==> src/design/dvru_pkg.sv <==
// ----------------------------------------------------------------------------
// Distance-vector route update package
// Shared constants, status codes and the controller/datapath handshake types.
// ----------------------------------------------------------------------------
`default_nettype none

package dvru_pkg;

  // Default number of route table slots.
  localparam int unsigned TableDepthDef = 64;

  // Fixed field widths of one item and one result.
  localparam int unsigned AddrW   = 32;
  localparam int unsigned DistW   = 8;
  localparam int unsigned StatusW = 3;
  localparam int unsigned IndexW  = 6;

  // Result status codes.
  localparam logic [StatusW-1:0] StRefresh = 3'd0;
  localparam logic [StatusW-1:0] StBetter  = 3'd1;
  localparam logic [StatusW-1:0] StKept    = 3'd2;
  localparam logic [StatusW-1:0] StInsert  = 3'd3;
  localparam logic [StatusW-1:0] StFull    = 3'd4;

  // Largest distance; the added hop saturates here.
  localparam logic [DistW-1:0] DistMax = 8'hFF;

  // Commands from the controller to the datapath.
  typedef struct packed {
    logic load;    // capture a new item and restart the scan
    logic scan;    // advance the table scan by one slot
    logic finish;  // apply the update and present the result
  } dvru_cmd_t;

  // Status from the datapath to the controller.
  typedef struct packed {
    logic match;      // the slot just read holds the destination
    logic exhausted;  // every valid slot was read without a match
  } dvru_sts_t;

endpackage : dvru_pkg

`default_nettype wire

==> src/design/dvru_datapath.sv <==
// ----------------------------------------------------------------------------
// Route update datapath
// Holds the route table memory, the scan pointer and the result registers.
// ----------------------------------------------------------------------------
`default_nettype none

module dvru_datapath
  import dvru_pkg::*;
#(
  parameter int unsigned TABLE_DEPTH = TableDepthDef
) (
  input  wire logic               clk_i,
  input  wire logic               rst_ni,
  input  wire dvru_cmd_t          cmd_i,
  output dvru_sts_t               sts_o,
  input  wire logic [AddrW-1:0]   dest_network_i,
  input  wire logic [DistW-1:0]   advertised_distance_i,
  input  wire logic [AddrW-1:0]   sender_address_i,
  output logic                    done_o,
  output logic [StatusW-1:0]      status_o,
  output logic [IndexW-1:0]       entry_index_o,
  output logic [DistW-1:0]        route_distance_o,
  output logic [AddrW-1:0]        route_next_hop_o
);

  localparam int unsigned IdxW  = $clog2(TABLE_DEPTH);
  localparam int unsigned CntW  = $clog2(TABLE_DEPTH + 1);
  localparam int unsigned WordW = 2 * AddrW + DistW;
  localparam logic [CntW-1:0] CntFull = CntW'(TABLE_DEPTH);

  // Route table: {destination, distance, next hop} per slot.
  logic [WordW-1:0] mem [TABLE_DEPTH];

  logic [CntW-1:0]  count_q;
  logic [CntW-1:0]  ptr_q;
  logic [IdxW-1:0]  slot_q;
  logic             rd_vld_q;
  logic [WordW-1:0] rd_data_q;

  logic [AddrW-1:0] dest_q;
  logic [AddrW-1:0] sender_q;
  logic [DistW-1:0] dist_q;

  logic [AddrW-1:0] rd_dest;
  logic [DistW-1:0] rd_dist;
  logic [AddrW-1:0] rd_hop;
  logic             match;
  logic             rd_en;
  logic             full;

  logic             wr_en;
  logic [IdxW-1:0]  wr_addr;
  logic [StatusW-1:0] res_status;
  logic [IdxW-1:0]  res_index;
  logic [DistW-1:0] res_dist;
  logic [AddrW-1:0] res_hop;
  logic [IdxW+IndexW-1:0] index_ext;

  assign rd_dest = rd_data_q[WordW-1 -: AddrW];
  assign rd_dist = rd_data_q[AddrW +: DistW];
  assign rd_hop  = rd_data_q[AddrW-1:0];

  assign match = rd_vld_q && (rd_dest == dest_q);
  assign full  = (count_q == CntFull);
  assign rd_en = cmd_i.scan && (ptr_q < count_q);

  assign sts_o.match     = match;
  assign sts_o.exhausted = !rd_vld_q && (ptr_q == count_q);

  // Item capture; the added hop saturates at the largest distance.
  always_ff @(posedge clk_i) begin
    if (cmd_i.load) begin
      dest_q   <= dest_network_i;
      sender_q <= sender_address_i;
      dist_q   <= (advertised_distance_i == DistMax) ? DistMax
                                                     : advertised_distance_i + 8'd1;
    end
  end

  // Scan pointer and read-in-flight flag.
  always_ff @(posedge clk_i or negedge rst_ni) begin
    if (!rst_ni) begin
      ptr_q    <= '0;
      rd_vld_q <= 1'b0;
    end else if (cmd_i.load) begin
      ptr_q    <= '0;
      rd_vld_q <= 1'b0;
    end else if (cmd_i.scan) begin
      rd_vld_q <= rd_en;
      if (rd_en) ptr_q <= ptr_q + 1'b1;
    end
  end

  // Table memory: registered read at the scan pointer, one write port.
  always_ff @(posedge clk_i) begin
    if (rd_en) begin
      rd_data_q <= mem[ptr_q[IdxW-1:0]];
      slot_q    <= ptr_q[IdxW-1:0];
    end
  end

  always_ff @(posedge clk_i) begin
    if (wr_en) begin
      mem[wr_addr] <= {dest_q, res_dist, res_hop};
    end
  end

  // Update decision for the matched slot or the next free slot; no write when full.
  always_comb begin
    wr_en      = 1'b0;
    wr_addr    = slot_q;
    res_index  = slot_q;
    res_status = StKept;
    res_dist   = rd_dist;
    res_hop    = rd_hop;
    if (match) begin
      if (rd_hop == sender_q) begin
        res_status = StRefresh;
        res_dist   = dist_q;
        wr_en      = cmd_i.finish;
      end else if (dist_q < rd_dist) begin
        res_status = StBetter;
        res_dist   = dist_q;
        res_hop    = sender_q;
        wr_en      = cmd_i.finish;
      end
    end else if (full) begin
      res_status = StFull;
      res_index  = '0;
      res_dist   = '0;
      res_hop    = '0;
    end else begin
      res_status = StInsert;
      res_index  = count_q[IdxW-1:0];
      res_dist   = dist_q;
      res_hop    = sender_q;
      wr_addr    = count_q[IdxW-1:0];
      wr_en      = cmd_i.finish;
    end
  end

  // Entry count grows on each insert.
  always_ff @(posedge clk_i or negedge rst_ni) begin
    if (!rst_ni) begin
      count_q <= '0;
    end else if (cmd_i.finish && !match && !full) begin
      count_q <= count_q + 1'b1;
    end
  end

  // The slot number is reported in its low bits only.
  assign index_ext = {{IndexW{1'b0}}, res_index};

  // Result registers and strobe.
  always_ff @(posedge clk_i) begin
    if (cmd_i.finish) begin
      status_o         <= res_status;
      entry_index_o    <= index_ext[IndexW-1:0];
      route_distance_o <= res_dist;
      route_next_hop_o <= res_hop;
    end
  end

  always_ff @(posedge clk_i or negedge rst_ni) begin
    if (!rst_ni) begin
      done_o <= 1'b0;
    end else begin
      done_o <= cmd_i.finish;
    end
  end

endmodule : dvru_datapath

`default_nettype wire

==> config.mk <==
export PLATFORM = sky130hd
export DESIGN_NAME = dvru_datapath
export DESIGN_NICKNAME = d
export VERILOG_FILES = /design/src/design/dvru_pkg.sv /design/src/design/dvru_datapath.sv
export SDC_FILE = /design/constraint.sdc
export NUM_CORES = 2
export LEC_CHECK = 0
export BUFFER_PORTS_ARGS = -buffer_cell sky130_fd_sc_hd__buf_4
export CORE_UTILIZATION = 40
export CTS_CLUSTER_DIAMETER = 60
export DETAILED_ROUTE_END_ITERATION = 16
export PLACE_DENSITY = 0.54
export RECOVER_POWER = 100
export SLEW_MARGIN = 20
export SYNTH_ARGS = -nofsm -noshare
export SYNTH_HDL_FRONTEND = slang
export SYNTH_MEMORY_MAX_BITS = 65536
export SYNTH_SLANG_ARGS = --single-unit
export TNS_END_PERCENT = 1
==> constraint.sdc <==
create_clock -name clk_i -period 9 [get_ports clk_i]
set_input_delay 0.9 -clock clk_i [delete_from_list [all_inputs] [get_ports clk_i]]
set_output_delay 0.9 -clock clk_i [all_outputs]
set_load 0.005 [all_outputs]
==> run_results.csv <==
group,metric,value,unit
route,vias_per_cell,5.92,
pwr,swShare,0.245,
final_layout,layout_commonest_cell,"edfxtp_1",
yosys,seq_area_frac_synth,0.790,
yosys,synthFlopType,"edfxtp_1",
run_status,status,"complete, but fails checks",
setup_path,worstPathArrival,7.64,ns
route,firstDrtPassIters,5,
pwr,p_leak,62.5,nW
pwr,clockPowerShare,0.383,
route,ant_nets,0,
final_layout,fillers,37300,
yosys,async_reset_ff_frac,0.00332,
min_path,hp-class,"in2reg",
sta,finalMaxSlewViolations,2886,
yosys,yosysTopAreaCell,"edfxtp_1",
global_routing,grt_max_degree,152,
clock_network,postCtsSetupRepairBufs,0,
final_layout,synthToLayoutAreaGrowth,14.2,%
route,vias,83200,
clock_network,htree_levels,6,
yosys,synth_area_leaders,"edfxtp_1 79%, mux4_2 19%, clkbuf_1 0.41%, buf_2 0.30%, xnor2_1 0.23%",
clock_network,cts_tree,"done",
setup_path,crit_chain,"clkbuf_1, xor2_1, or4_1, nor4_2, and3_1, buf_4, nor4_1, o221ai_1, clkbuf_1, nor2_4, clkbuf_2",
flow_run,maxCapViolations,62,
route,drtIter0Drc,9969,
placement,gp_congestion,0.774,
route,drc_errors,0,
final_layout,drive_gt1_frac,0.323,
sta,tns,0,ns
yosys,ys_warn_count,0,
pwr,ir_worst_vdd,195,uV
sta,period_needed,7.26,ns
global_routing,grt_pass1_vias,86000,
yosys,yosysUniqueCellTypes,64,
setup_path,critical_path.max_stage_delay,1.75,ns
setup_path,crit_family,"buffers and inverters",
clock_network,cts.sinks,4823,
pwr,pwr-share-seq,0.483,
final_layout,multi_input_area,37400,um^2
yosys,syn_area,183000,um^2
floorplanning,die_h,679,um
sta,worst_pin_slew,4.30,ns
pwr,p_sw,13.3,mW
yosys,synthesis.nets,7179,
route,wl_per_cell,36.1,um
run_status,violations,"max-capacitance violations, max-slew violations",
final_layout,num-nets-final,7731,
setup_path,cp-end-kind,"flop",
floorplanning,ios,129,
clock_network,path_clk_slew,0.06,ns
route,wirelength,507,mm
clock_network,postCtsHoldBufs,8,
setup_path,cpMaxStageDelayCell,"clkbuf_1",
global_routing,antenna_found_initial,20,
setup_path,critical_path_class,"reg2reg",
setup_path,crit_path_max_fanout,65,
clock_network,post_cts_resized,0,
floorplanning,die_area,461000,um^2
yosys,ys_ff_latch,4823,
global_routing,grt_pass1_wl,704,mm
pwr,internal-power,40.9,mW
yosys,synth_top_area_share,0.788,
pwr,cellPowerDensity,259,nW/um^2
sta,slew-limit-headroom,-1.87,
sta,finalSetupViolCount,0,
sta,rsz0062_at_grt,"false",
yosys,syn_area_per_cell,25.9,um^2
clock_network,insertion_delay,1.03,ns
clock_network,clockBufferDepth,4,
setup_path,critPathLaunchType,"flop",
final_layout,fin_util,0.458,
global_routing,track_usage,0.219,
final_layout,final_area,209000,um^2
yosys,synth_edf_count,4807,
final_layout,regArea,145000,um^2
clock_network,clockRootBuffer,"clkbuf_16",
setup_path,cp_common_cell,"clkbuf_1",
sta,fin_crit_sh,0.806,
sta,fin_skew,0.0494,ns
yosys,synthCells,7084,
floorplanning,core-area,456000,um^2
floorplanning,num_rows,248,
sta,hold_viol_final,0,
placement,hpwl,267,mm
pwr,combPwrFrac,0.134,
floorplanning,die_w,679,um
setup_path,path_buf_inv,4,
placement,place_area,193000,um^2
floorplanning,start_util,0.402,
clock_network,cts_made_buffers,521,
setup_path,cp.required,9.38,ns
placement,placement.io_buffers,128,
global_routing,overflow,0,
final_layout,final_cell_mix,"4807 x edfxtp_1, 1512 x mux4_2, 537 x clkbuf_16, 220 x clkbuf_1, 123 x buf_4",
sta,max_freq,138,MHz
## final cells by class
cell class	count	share of cell area
sequential	4823	0.692
multi-input combinational	1892	0.179
clock buffer	640	0.0661
tap	6000	0.0359
timing repair buffer	380	0.0141
clock inverter	278	0.0124
inverter	18	0.000347
antenna	20	0.000239
## state kept, by name, summed over array words and instances (netlist names), 7 cells and up
register          flops
dest_q               32
route_next_hop_o     32
count_q               7
route_distance_o      8
mem                4608
dist_q                8
sender_q             32
rd_data_q            72
ptr_q                 7
## through the flow
step / hold WS, ns / worst slack, ns / power (mW) / std cells
floorplan: 0.449 / 2.51 / 31.3 / 7084
global placement: 0.487 / 3.13 / 34.0 / 13100
detailed placement: 0.509 / 2.97 / 34.1 / 13100
CTS: 0.00267 / 2.96 / 54.7 / 14000
global route: 0.103 / 1.46 / 55.8 / 14000
finish: 0.130 / 1.74 / 54.2 / 14100
## routing by layer
layer / vias to the layer above / part of all wire / track usage
li1: 32400 / - / -
met1: 46900 / 0.41 / 0.304
met2: 3181 / 0.51 / 0.370
met3: 681 / 0.060 / 0.0268
met4: 2 / 0.026 / 0.0534
met5: - / 0.000026 / 0
## power by group through the flow
stage / registers (mW) / logic (mW) / clock network [mW]
finish: 26.2 / 7.28 / 20.7
global route: 26.2 / 7.67 / 21.9
CTS: 26.1 / 7.49 / 21.1
detailed placement: 26.6 / 7.47 / 0
global placement: 26.6 / 7.41 / 0
floorplan: 26.6 / 4.66 / 0
## final timing paths
kind / start / endpoint / slack (ns) / cells past startpoint
setup / recovery: dest_q[9] / mem[3][17] / 1.74 / 11
hold / removal: dest_network_i[13] / dest_q[13] / 0.13 / 1
setup reg to reg: dest_q[9] / mem[3][17] / 1.74 / 11
max in group asynchronous: rst_ni / ptr_q[3] / 7.37 / 2
min in group asynchronous: rst_ni / done_o / 0.68 / 2
hold reg to reg: dest_q[28] / mem[50][68] / 0.51 / 0
## cells in the mapped netlist (11+ instances only)
| master | n |
|---|---|
| a22o_1 | 41 |
| and3_1 | 11 |
| buf_1 | 30 |
| buf_2 | 111 |
| clkbuf_1 | 202 |
| dfrtp_1 | 16 |
| edfxtp_1 | 4807 |
| ha_1 | 18 |
| inv_1 | 18 |
| mux4_2 | 1512 |
| nand2_1 | 20 |
| nand4_1 | 20 |
| nor2_1 | 85 |
| xnor2_1 | 49 |
| xor2_1 | 31 |
## logic make-up (layout without fill, tap and decap cells)
logic type,after synthesis,after routing,synth area share
multiplexers,1515,1515,0.186
AO/OA/AOI/OAI,89,89,0.00459
AND/OR/NAND/NOR,190,190,0.00542
XOR/XNOR,80,80,0.00383
adder cells (fa/ha/maj),18,18,0.00123
buffers and inverters,369,1316,0.00853
flip-flops,4823,4823,0.790
other,0,20,0
(Power assumes the default switching activity.)
